### src/rtl/core/pcg_pkg.sv
// ============================================================================
// pcg_pkg: shared types and constants of the PCG32 generator
// Holds the generator and mixer constants, command codes, controller states
// and the command word that the controller hands to the datapath.
// ============================================================================
package pcg_pkg;

    localparam logic [63:0] PCG_MULT = 64'd6364136223846793005;
    localparam logic [63:0] MIX_K1   = 64'hbf58476d1ce4e5b9;
    localparam logic [63:0] MIX_K2   = 64'h94d049bb133111eb;
    localparam logic [63:0] GOLDEN   = 64'h9e3779b97f4a7c15;

    // Mixer phase counter: bit 0 selects the second multiply of a finalizer,
    // bit 1 selects the stream half. The last phase ends the mixing.
    localparam logic [1:0] MIX_PHASE_LAST = 2'd3;

    typedef enum logic [1:0] {
        CMD_DRAW = 2'd0,
        CMD_SEED = 2'd1,
        CMD_MIX  = 2'd2
    } cmd_t;

    typedef enum logic [2:0] {
        DP_NONE,
        DP_LOAD,
        DP_MIX_XS,
        DP_MIX_SEED,
        DP_MIX_STREAM,
        DP_SEED_INIT
    } dp_op_t;

    typedef enum logic [1:0] {
        MK_LCG,
        MK_MIX1,
        MK_MIX2
    } mul_kind_t;

    // Partial products of the low 64 bits of a 64 x 64 product.
    typedef enum logic [1:0] {
        MS_LOW,
        MS_CROSS_B,
        MS_CROSS_A
    } mul_step_t;

    typedef enum logic [2:0] {
        S_IDLE,
        S_DRAW_MUL,
        S_DRAW_PUSH,
        S_MIX_MUL,
        S_MIX_WB,
        S_SEED_INIT,
        S_SEED_MUL
    } fsm_state_t;

    typedef struct packed {
        dp_op_t    op;
        logic      mul_en;
        mul_kind_t kind;
        mul_step_t step;
        logic      load_out;
    } dp_cmd_t;

endpackage

### src/rtl/core/pcg_req_if.sv
// ============================================================================
// pcg_req_if: command channel of the PCG32 generator
// Valid/ready channel carrying a command code with its seed and stream words.
// ============================================================================
interface pcg_req_if;

    logic        valid;
    logic        ready;
    logic [1:0]  cmd;
    logic [63:0] seed_value;
    logic [63:0] stream_value;

    modport source (output valid, output cmd, output seed_value, output stream_value,
                    input ready);
    modport sink (input valid, input cmd, input seed_value, input stream_value,
                  output ready);

endinterface

### src/rtl/core/pcg_word_if.sv
// ============================================================================
// pcg_word_if: result channel of the PCG32 generator
// Valid/ready channel carrying one 32-bit random word per beat.
// ============================================================================
interface pcg_word_if;

    logic        valid;
    logic        ready;
    logic [31:0] random_word;

    modport source (output valid, output random_word, input ready);
    modport sink (input valid, input random_word, output ready);

endinterface

### src/rtl/core/pcg_datapath.sv
// ============================================================================
// pcg_datapath: state, mixer registers and shared multiplier of PCG32
// One 32 x 32 multiplier builds each 64-bit modular product in three steps
// into an accumulator; the controller sequences the steps and write-backs.
// ============================================================================
module pcg_datapath
    import pcg_pkg::*;
(
    input  logic        clk,
    input  logic        rst_n,
    input  dp_cmd_t     dp_cmd,
    input  logic [63:0] seed_value,
    input  logic [63:0] stream_value,
    output logic [31:0] random_word
);

    logic [63:0] state_reg,  state_next;
    logic [63:0] inc_reg,    inc_next;
    logic [63:0] acc_reg,    acc_next;
    logic [63:0] x_reg,      x_next;
    logic [63:0] seed_reg,   seed_next;
    logic [63:0] stream_reg, stream_next;
    logic [31:0] word_reg,   word_next;
    logic [31:0] out_reg,    out_next;

    logic [63:0] op_a;
    logic [63:0] op_b;
    logic [63:0] addend;
    logic [31:0] mul_x;
    logic [31:0] mul_y;
    logic [63:0] product;
    logic [63:0] acc_sum;
    logic [63:0] new_inc;

    // XSH-RR output permutation of a state word.
    function automatic logic [31:0] pcg_output(input logic [63:0] s);
        logic [63:0] t;
        logic [31:0] xs;
        logic [4:0]  rot;
        logic [63:0] dbl;
        t   = (s >> 18) ^ s;
        xs  = t[58:27];
        rot = s[63:59];
        dbl = {xs, xs} >> rot;
        return dbl[31:0];
    endfunction

    function automatic logic [63:0] pre_mix(input logic [63:0] v);
        return v ^ (v >> 30);
    endfunction

    always_comb
    begin
        case (dp_cmd.kind)
            MK_MIX1:
            begin
                op_a   = x_reg;
                op_b   = MIX_K1;
                addend = '0;
            end
            MK_MIX2:
            begin
                op_a   = x_reg;
                op_b   = MIX_K2;
                addend = '0;
            end
            default:
            begin
                op_a   = state_reg;
                op_b   = PCG_MULT;
                addend = inc_reg;
            end
        endcase
    end

    always_comb
    begin
        case (dp_cmd.step)
            MS_CROSS_B:
            begin
                mul_x = op_a[31:0];
                mul_y = op_b[63:32];
            end
            MS_CROSS_A:
            begin
                mul_x = op_a[63:32];
                mul_y = op_b[31:0];
            end
            default:
            begin
                mul_x = op_a[31:0];
                mul_y = op_b[31:0];
            end
        endcase
    end

    assign product = 64'(mul_x) * 64'(mul_y);

    // The cross terms only reach the upper half of the truncated product.
    assign acc_sum = (dp_cmd.step == MS_LOW) ? addend + product
                                              : acc_reg + {product[31:0], 32'd0};

    assign new_inc = {stream_reg[62:0], 1'b1};

    always_comb
    begin
        state_next  = state_reg;
        inc_next    = inc_reg;
        acc_next    = acc_reg;
        x_next      = x_reg;
        seed_next   = seed_reg;
        stream_next = stream_reg;
        word_next   = word_reg;
        out_next    = out_reg;

        if (dp_cmd.mul_en)
        begin
            acc_next = acc_sum;
            if (dp_cmd.kind == MK_LCG && dp_cmd.step == MS_CROSS_A)
            begin
                state_next = acc_sum;
            end
        end

        case (dp_cmd.op)
            DP_LOAD:
            begin
                seed_next   = seed_value;
                stream_next = stream_value;
                x_next      = pre_mix(seed_value);
                word_next   = pcg_output(state_reg);
            end
            DP_MIX_XS:
            begin
                x_next = acc_reg ^ (acc_reg >> 27);
            end
            DP_MIX_SEED:
            begin
                // The raw value is still in the seed register at this point.
                seed_next = acc_reg ^ (acc_reg >> 31);
                x_next    = pre_mix(seed_reg ^ GOLDEN);
            end
            DP_MIX_STREAM:
            begin
                stream_next = acc_reg ^ (acc_reg >> 31);
            end
            DP_SEED_INIT:
            begin
                // From a zero state the first step leaves just the increment.
                inc_next   = new_inc;
                state_next = new_inc + seed_reg;
            end
            default:
            begin
            end
        endcase

        if (dp_cmd.load_out)
        begin
            out_next = word_reg;
        end
    end

    always_ff @(posedge clk or negedge rst_n)
    begin
        if (!rst_n)
        begin
            state_reg <= 64'd0;
            inc_reg   <= 64'd1;
        end
        else
        begin
            state_reg <= state_next;
            inc_reg   <= inc_next;
        end
    end

    always_ff @(posedge clk)
    begin
        acc_reg    <= acc_next;
        x_reg      <= x_next;
        seed_reg   <= seed_next;
        stream_reg <= stream_next;
        word_reg   <= word_next;
        out_reg    <= out_next;
    end

    assign random_word = out_reg;

endmodule

### src/rtl/core/pcg_controller.sv
// ============================================================================
// pcg_controller: command sequencer of the PCG32 generator
// Accepts commands, steps the shared multiplier and owns the output valid.
// ============================================================================
module pcg_controller
    import pcg_pkg::*;
(
    input  logic    clk,
    input  logic    rst_n,
    input  logic    in_valid,
    input  cmd_t    cmd,
    output logic    in_ready,
    input  logic    out_ready,
    output logic    out_valid,
    output dp_cmd_t dp_cmd
);

    fsm_state_t state_reg, state_next;
    mul_step_t  step_reg,  step_next;
    logic [1:0] mix_reg,   mix_next;
    logic       out_valid_reg, out_valid_next;
    logic       out_free;

    function automatic mul_step_t advance(input mul_step_t s);
        case (s)
            MS_LOW:     return MS_CROSS_B;
            MS_CROSS_B: return MS_CROSS_A;
            default:    return MS_LOW;
        endcase
    endfunction

    assign out_free = !out_valid_reg || out_ready;

    always_comb
    begin
        state_next = state_reg;
        step_next  = step_reg;
        mix_next   = mix_reg;
        case (state_reg)
            S_IDLE:
            begin
                if (in_valid)
                begin
                    case (cmd)
                        CMD_DRAW:
                        begin
                            state_next = S_DRAW_MUL;
                            step_next  = MS_CROSS_B;
                        end
                        CMD_SEED:
                        begin
                            state_next = S_SEED_INIT;
                        end
                        CMD_MIX:
                        begin
                            state_next = S_MIX_MUL;
                        end
                        default:
                        begin
                        end
                    endcase
                end
            end
            S_DRAW_MUL:
            begin
                step_next = advance(step_reg);
                if (step_reg == MS_CROSS_A)
                begin
                    state_next = out_free ? S_IDLE : S_DRAW_PUSH;
                end
            end
            S_DRAW_PUSH:
            begin
                if (out_free)
                begin
                    state_next = S_IDLE;
                end
            end
            S_MIX_MUL:
            begin
                step_next = advance(step_reg);
                if (step_reg == MS_CROSS_A)
                begin
                    state_next = S_MIX_WB;
                end
            end
            S_MIX_WB:
            begin
                mix_next   = mix_reg + 2'd1;
                state_next = (mix_reg == MIX_PHASE_LAST) ? S_SEED_INIT : S_MIX_MUL;
            end
            S_SEED_INIT:
            begin
                state_next = S_SEED_MUL;
            end
            S_SEED_MUL:
            begin
                step_next = advance(step_reg);
                if (step_reg == MS_CROSS_A)
                begin
                    state_next = S_IDLE;
                end
            end
            default:
            begin
                state_next = S_IDLE;
                step_next  = MS_LOW;
                mix_next   = '0;
            end
        endcase
    end

    always_comb
    begin
        in_ready        = 1'b0;
        dp_cmd.op       = DP_NONE;
        dp_cmd.mul_en   = 1'b0;
        dp_cmd.kind     = MK_LCG;
        dp_cmd.step     = step_reg;
        dp_cmd.load_out = 1'b0;
        case (state_reg)
            S_IDLE:
            begin
                in_ready = 1'b1;
                if (in_valid)
                begin
                    dp_cmd.op = DP_LOAD;
                    // A draw starts its multiply in the accept cycle.
                    dp_cmd.mul_en = (cmd == CMD_DRAW);
                end
            end
            S_DRAW_MUL:
            begin
                dp_cmd.mul_en   = 1'b1;
                dp_cmd.load_out = (step_reg == MS_CROSS_A) && out_free;
            end
            S_DRAW_PUSH:
            begin
                dp_cmd.load_out = out_free;
            end
            S_MIX_MUL:
            begin
                dp_cmd.mul_en = 1'b1;
                dp_cmd.kind   = mix_reg[0] ? MK_MIX2 : MK_MIX1;
            end
            S_MIX_WB:
            begin
                if (!mix_reg[0])
                begin
                    dp_cmd.op = DP_MIX_XS;
                end
                else
                begin
                    dp_cmd.op = mix_reg[1] ? DP_MIX_STREAM : DP_MIX_SEED;
                end
            end
            S_SEED_INIT:
            begin
                dp_cmd.op = DP_SEED_INIT;
            end
            S_SEED_MUL:
            begin
                dp_cmd.mul_en = 1'b1;
            end
            default:
            begin
            end
        endcase
    end

    assign out_valid_next = dp_cmd.load_out ? 1'b1 : (out_valid_reg && !out_ready);

    always_ff @(posedge clk or negedge rst_n)
    begin
        if (!rst_n)
        begin
            state_reg     <= S_IDLE;
            step_reg      <= MS_LOW;
            mix_reg       <= '0;
            out_valid_reg <= 1'b0;
        end
        else
        begin
            state_reg     <= state_next;
            step_reg      <= step_next;
            mix_reg       <= mix_next;
            out_valid_reg <= out_valid_next;
        end
    end

    assign out_valid = out_valid_reg;

    // Counters are back at their start whenever a new command can enter.
    a_idle_counters: assert property (@(posedge clk) disable iff (!rst_n)
        (state_reg == S_IDLE) |-> (step_reg == MS_LOW && mix_reg == '0))
        else $error("step or mix counter not cleared in idle");

    a_draw_start: assert property (@(posedge clk) disable iff (!rst_n)
        (in_valid && in_ready && cmd == CMD_DRAW)
            |=> (state_reg == S_DRAW_MUL && step_reg == MS_CROSS_B))
        else $error("draw did not continue with the cross products");

    a_push_waits: assert property (@(posedge clk) disable iff (!rst_n)
        (state_reg == S_DRAW_PUSH) |-> out_valid_reg)
        else $error("waiting to push while the output register is empty");

    a_load_shows: assert property (@(posedge clk) disable iff (!rst_n)
        dp_cmd.load_out |=> out_valid_reg)
        else $error("loaded word not presented");

    a_mix_to_seed: assert property (@(posedge clk) disable iff (!rst_n)
        (state_reg == S_MIX_WB && mix_reg == MIX_PHASE_LAST) |=> (state_reg == S_SEED_INIT))
        else $error("mixing did not hand over to seeding");

endmodule

### src/rtl/core/pcg32_generator_unit.sv
// ============================================================================
// pcg32_generator_unit: PCG32 (XSH-RR) random number generator
// Draw, direct seed and mixed seed commands over valid/ready channels.
// ============================================================================
// Usage: each beat on the request channel carries a command. A draw returns
// one 32-bit word on the result channel; a direct seed or a mixed seed
// returns nothing and only reloads the generator. Command code 3 is taken
// and ignored.
// Timing: all 64-bit products are built on one 32 x 32 multiplier in three
// partial-product steps, and that multiplier sets the pace. A draw runs its
// low step in the accept cycle, then its two cross steps, and its word moves
// into the output register once it is free. A direct seed runs the seeding
// step and one product; a mixed seed first runs two splitmix finalizers of
// two products each, then the seeding step. An ignored code starts nothing.
// Reset: the generator state clears to zero and the increment to one, the
// result register empties and the block waits for a command.
// Stalls: the word sits in an output register while the receiver holds
// ready low, and the block keeps accepting seeds. A draw that finishes while
// the previous word is still unread waits until that word is taken.
// ============================================================================
module pcg32_generator_unit
    import pcg_pkg::*;
(
    input  logic       clk,
    input  logic       rst_n,
    pcg_req_if.sink    request,
    pcg_word_if.source result
);

    dp_cmd_t     dp_cmd;
    logic        ctrl_in_ready;
    logic        ctrl_out_valid;
    logic [31:0] word;

    // Sequencer: owns the handshakes and steps the datapath.
    pcg_controller u_ctrl (
        .clk       (clk),
        .rst_n     (rst_n),
        .in_valid  (request.valid),
        .cmd       (cmd_t'(request.cmd)),
        .in_ready  (ctrl_in_ready),
        .out_ready (result.ready),
        .out_valid (ctrl_out_valid),
        .dp_cmd    (dp_cmd)
    );

    // Generator state, mixer registers and the shared multiplier.
    pcg_datapath u_dp (
        .clk          (clk),
        .rst_n        (rst_n),
        .dp_cmd       (dp_cmd),
        .seed_value   (request.seed_value),
        .stream_value (request.stream_value),
        .random_word  (word)
    );

    assign request.ready      = ctrl_in_ready;
    assign result.valid       = ctrl_out_valid;
    assign result.random_word = word;

endmodule
### src/flat_wrapper.sv
// flat-port wrapper written by rule: the top's interface ports become plain ports
module pcg32_generator_unit_flat import pcg_pkg::*;
  (clk, rst_n, request_valid, request_cmd, request_seed_value, request_stream_value, request_ready, result_valid, result_random_word, result_ready);
  pcg_req_if request_i ();
  pcg_word_if result_i ();
  input  logic clk;
  input  logic rst_n;
  input wire logic [$bits(request_i.valid)-1:0] request_valid;
  input wire logic [$bits(request_i.cmd)-1:0] request_cmd;
  input wire logic [$bits(request_i.seed_value)-1:0] request_seed_value;
  input wire logic [$bits(request_i.stream_value)-1:0] request_stream_value;
  output wire logic [$bits(request_i.ready)-1:0] request_ready;
  output wire logic [$bits(result_i.valid)-1:0] result_valid;
  output wire logic [$bits(result_i.random_word)-1:0] result_random_word;
  input wire logic [$bits(result_i.ready)-1:0] result_ready;
  assign request_i.valid = request_valid;
  assign request_i.cmd = request_cmd;
  assign request_i.seed_value = request_seed_value;
  assign request_i.stream_value = request_stream_value;
  assign request_ready = request_i.ready;
  assign result_valid = result_i.valid;
  assign result_random_word = result_i.random_word;
  assign result_i.ready = result_ready;
  pcg32_generator_unit u_core (.clk(clk), .rst_n(rst_n), .request(request_i), .result(result_i));
endmodule
### config.mk
export PLATFORM = sky130hd
export DESIGN_NAME = pcg32_generator_unit_flat
export DESIGN_NICKNAME = d
export VERILOG_FILES = /design/src/rtl/core/pcg_pkg.sv /design/src/rtl/core/pcg_req_if.sv /design/src/rtl/core/pcg_word_if.sv /design/src/rtl/core/pcg_datapath.sv /design/src/rtl/core/pcg_controller.sv /design/src/rtl/core/pcg32_generator_unit.sv /design/src/flat_wrapper.sv
export SDC_FILE = /design/constraint.sdc
export NUM_CORES = 2
export LEC_CHECK = 0
export BUFFER_PORTS_ARGS = -buffer_cell sky130_fd_sc_hd__buf_4
export CORE_ASPECT_RATIO = 0.5
export CORE_MARGIN = 2
export CORE_UTILIZATION = 43
export CTS_BUF_LIST = sky130_fd_sc_hd__clkbuf_16
export DETAILED_ROUTE_END_ITERATION = 8
export PLACE_DENSITY_LB_ADDON = 0.2
export SYNTH_ARGS = -nofsm -noshare
export SYNTH_HDL_FRONTEND = slang
export SYNTH_HIERARCHICAL = 1
export SYNTH_SLANG_ARGS = --single-unit
### constraint.sdc
create_clock -name clk -period 36 [get_ports clk]
set_input_delay 3.6 -clock clk [delete_from_list [all_inputs] [get_ports clk]]
set_output_delay 3.6 -clock clk [all_outputs]
set_load 0.1 [all_outputs]
==> metrics <==
final setup TNS=0 ps; Rows=98; CP arrival=around 16000 ps; Commonest cells post-synth=inv_1 (1005), nand2_1 (957), fa_1 (867), nor2_1 (642), ha_1 (470); crit-path max FO=91; Hold Crit Class=reg2reg; DIE AREA=between 100000 and 150000 um^2; Area after DPL=roughly 65000 um^2; Worst Path Buf+Inv=10; ranking of synthesized cells by area=fa_1 (28%), edfxtp_1 (15%), ha_1 (9.5%), inv_1 (6.1%), nand2_1 (5.8%); RSZ-0062 raised after global routing=false; post-layout min period=~16000 ps; Final Slew Violations=0; drt wl/cell=26.8 um; clock tree root buffer cell=clkbuf_16; Synth cell types=88; Final setup viols=0; maximum clock rate=around 64 MHz; post-route ant nets=0; crit-path leading delay family=adder cells; dpl ws=20750 ps; I/O pin cnt=168; CTS tree=built; share of cells above drive strength 1=7.15%; cts bufs inserted=53; gr ovfl total=0; r2r startpoint=u_core/u_ctrl/state_reg[1]$_DFFE_PN0P_; setup slack after layout=around 20000 ps; clk buf depth=3; WP data required=around 36000 ps; CP Launch Point=u_core/u_ctrl/state_reg[1]$_DFFE_PN0P_; post_cts resized=0; Synth top area share=between 20 and 30%; maxcap violations=0; Design Area, Final=about 67000 um^2; post-placement cell count=8692; Pre-antenna DRT Iters=6; DR DRC count=0; Worst-Skew Late Latency=~620 ps; pin count of the biggest net entering global routing=92; first-pass GRT wire length=around 350 mm; Syn Area/Cell=9.06 um^2; hold-fix buffer count after cts=0; number of global-route vias before repair=roughly 50k; Hold Fails Final Rpt=0; Die Y=roughly 270 um; final estimated routing congestion in global placement=around 1.0; cell depth of the worst hold path=0; Worst Reg-to-Reg Cells=47; synthesized instance count=roughly 6.9k; outcome=finished clean; sequential area share after synthesis=a little over a fifth; Async SR Flop Fraction=between 20 and 30%; core area=about 140000 um^2; Worst-Margin Slew=about 1300 ps; Fin Clk Skew=27.8 ps; Max stage delay cell, worst path=nor4_1; crit start category=register; drt via density=approximately 5.8; beginning of the worst hold path=u_core/u_dp/word_reg[31]$_DFFE_PP_; Mapped Area=62200 um^2; initial core utilization=roughly 43%; antenna violations before repair=9; #FFs+latches synth=around 450; relative slew slack=approximately 15%; Final HPWL DP=around 190 mm; DRC violation total after the first TritonRoute iteration=5834; cell count along the critical path=47; vias=50.9k; clock-pin slew on the worst setup and hold paths=60 ps; Clock Sinks=between 400 and 500; layout net count=~8.3k; routed wire length=between 200 and 250 mm; final worst-path cycle share=43.4%; Die W=approximately 540 um; # Post-CTS Setup Buffers=0; Layout Cells excl Fill=slightly below 9k; CTS HTree Levels=2; top-count cell post-synth=inv_1; max incr delay on CP=just over 700 ps; Post-synth top flop=edfxtp_1; area growth from synthesis to layout=7.92%; syn nets=between 8k and 9k; cell taking the most area after synthesis=fa_1; Setup crit end kind=register; YS warnings=6; Total Routing Usage GR=a little under a third; Post-synth EDFFs=319; port bufs=166; CP Class=reg2reg
## cell usage in the layout (no fill, tap or decap), types with 16 or more instances in the layout
| cell type | instances |
|---|---|
| inv_1 | 1017 |
| edfxtp_1 | 319 |
| a21o_1 | 138 |
| dfrtp_1 | 135 |
| o21a_1 | 34 |
| mux2_2 | 73 |
| xor2_1 | 142 |
| a31oi_1 | 34 |
| mux2i_1 | 89 |
| o21bai_1 | 33 |
| nand4_1 | 40 |
| xnor2_1 | 221 |
| ha_1 | 469 |
| nand2b_1 | 51 |
| clkinv_1 | 18 |
| o211ai_1 | 75 |
| fa_1 | 867 |
| nand2_1 | 956 |
| o21ai_1 | 16 |
| buf_4 | 255 |
| and3_1 | 24 |
| a21oi_1 | 300 |
| nor2b_1 | 83 |
| nor2_1 | 631 |
| clkbuf_16 | 55 |
| nor3_1 | 72 |
| o21ai_0 | 335 |
| nand3_1 | 107 |
| a211oi_1 | 51 |
## path summary, 6_finish.rpt
kind / to / slack (ps)
worst max-delay path: u_core/u_dp/acc_reg[63]$_DFFE_PP_ / 20380
worst max register to register: u_core/u_dp/acc_reg[63]$_DFFE_PP_ / 20380
min in group asynchronous: u_core/u_dp/inc_reg[58]$_DFFE_PN0P_ / 2880
worst min-delay path: u_core/u_dp/random_word[31]$_DFFE_PP_ / 420
max in group asynchronous: u_core/u_dp/inc_reg[14]$_DFFE_PN0P_ / 31810
worst min register to register: u_core/u_dp/random_word[31]$_DFFE_PP_ / 420
## layout make-up
class                           instances  area, um^2
Timing Repair Buffer                  257        1950
Antenna cell                            1        2.50
Tap cell                             1900        2380
Sequential cell                       454       13000
Multi-Input combinational cell       5064       44300
Inverter                             1017        3820
Fill cell                           14085       76100
Clock buffer                           55        1380
Clock inverter                         45         314
## through the flow
| stage | utilization, % | hold WS [ps] |
|---|---|---|
| after floorplan | - | 400 |
| after global placement | 45.7 | 401 |
| after detailed placement | 45.7 | 407 |
| after CTS | 46.9 | 421 |
| after global routing | 46.9 | 427 |
| final | 46.9 | 422 |
## logic make-up (layout without fill, tap and decap cells)
logic type	after synthesis	count (layout)	share of synthesized area (%)
XOR/XNOR	363	363	5.11
buffers and inverters	1350	1374	8.18
multiplexers	176	176	3.25
AND/OR/NAND/NOR	2047	2047	13.9
other	0	1	0
flip-flops	454	454	20.8
adder cells (fa/ha/maj)	1337	1337	37.4
AO/OA/AOI/OAI	1141	1141	11.4
## routing by layer
metal | part of all wire, % | wire, um | up-vias | global-route usage (%)
met5 | 0.012 | 29 | - | 0
met4 | 3.4 | 8010 | 6 | 9.04
met3 | 11 | 27000 | 400 | 7.81
met2 | 42 | 100000 | 2635 | 48.2
met1 | 43 | 101000 | 25650 | 45.7
li1 | - | - | 22251 | -
Power is left out: the tool's default activity adds up to more than one toggle a clock period on the data nets, which glitch-free logic cannot reach.
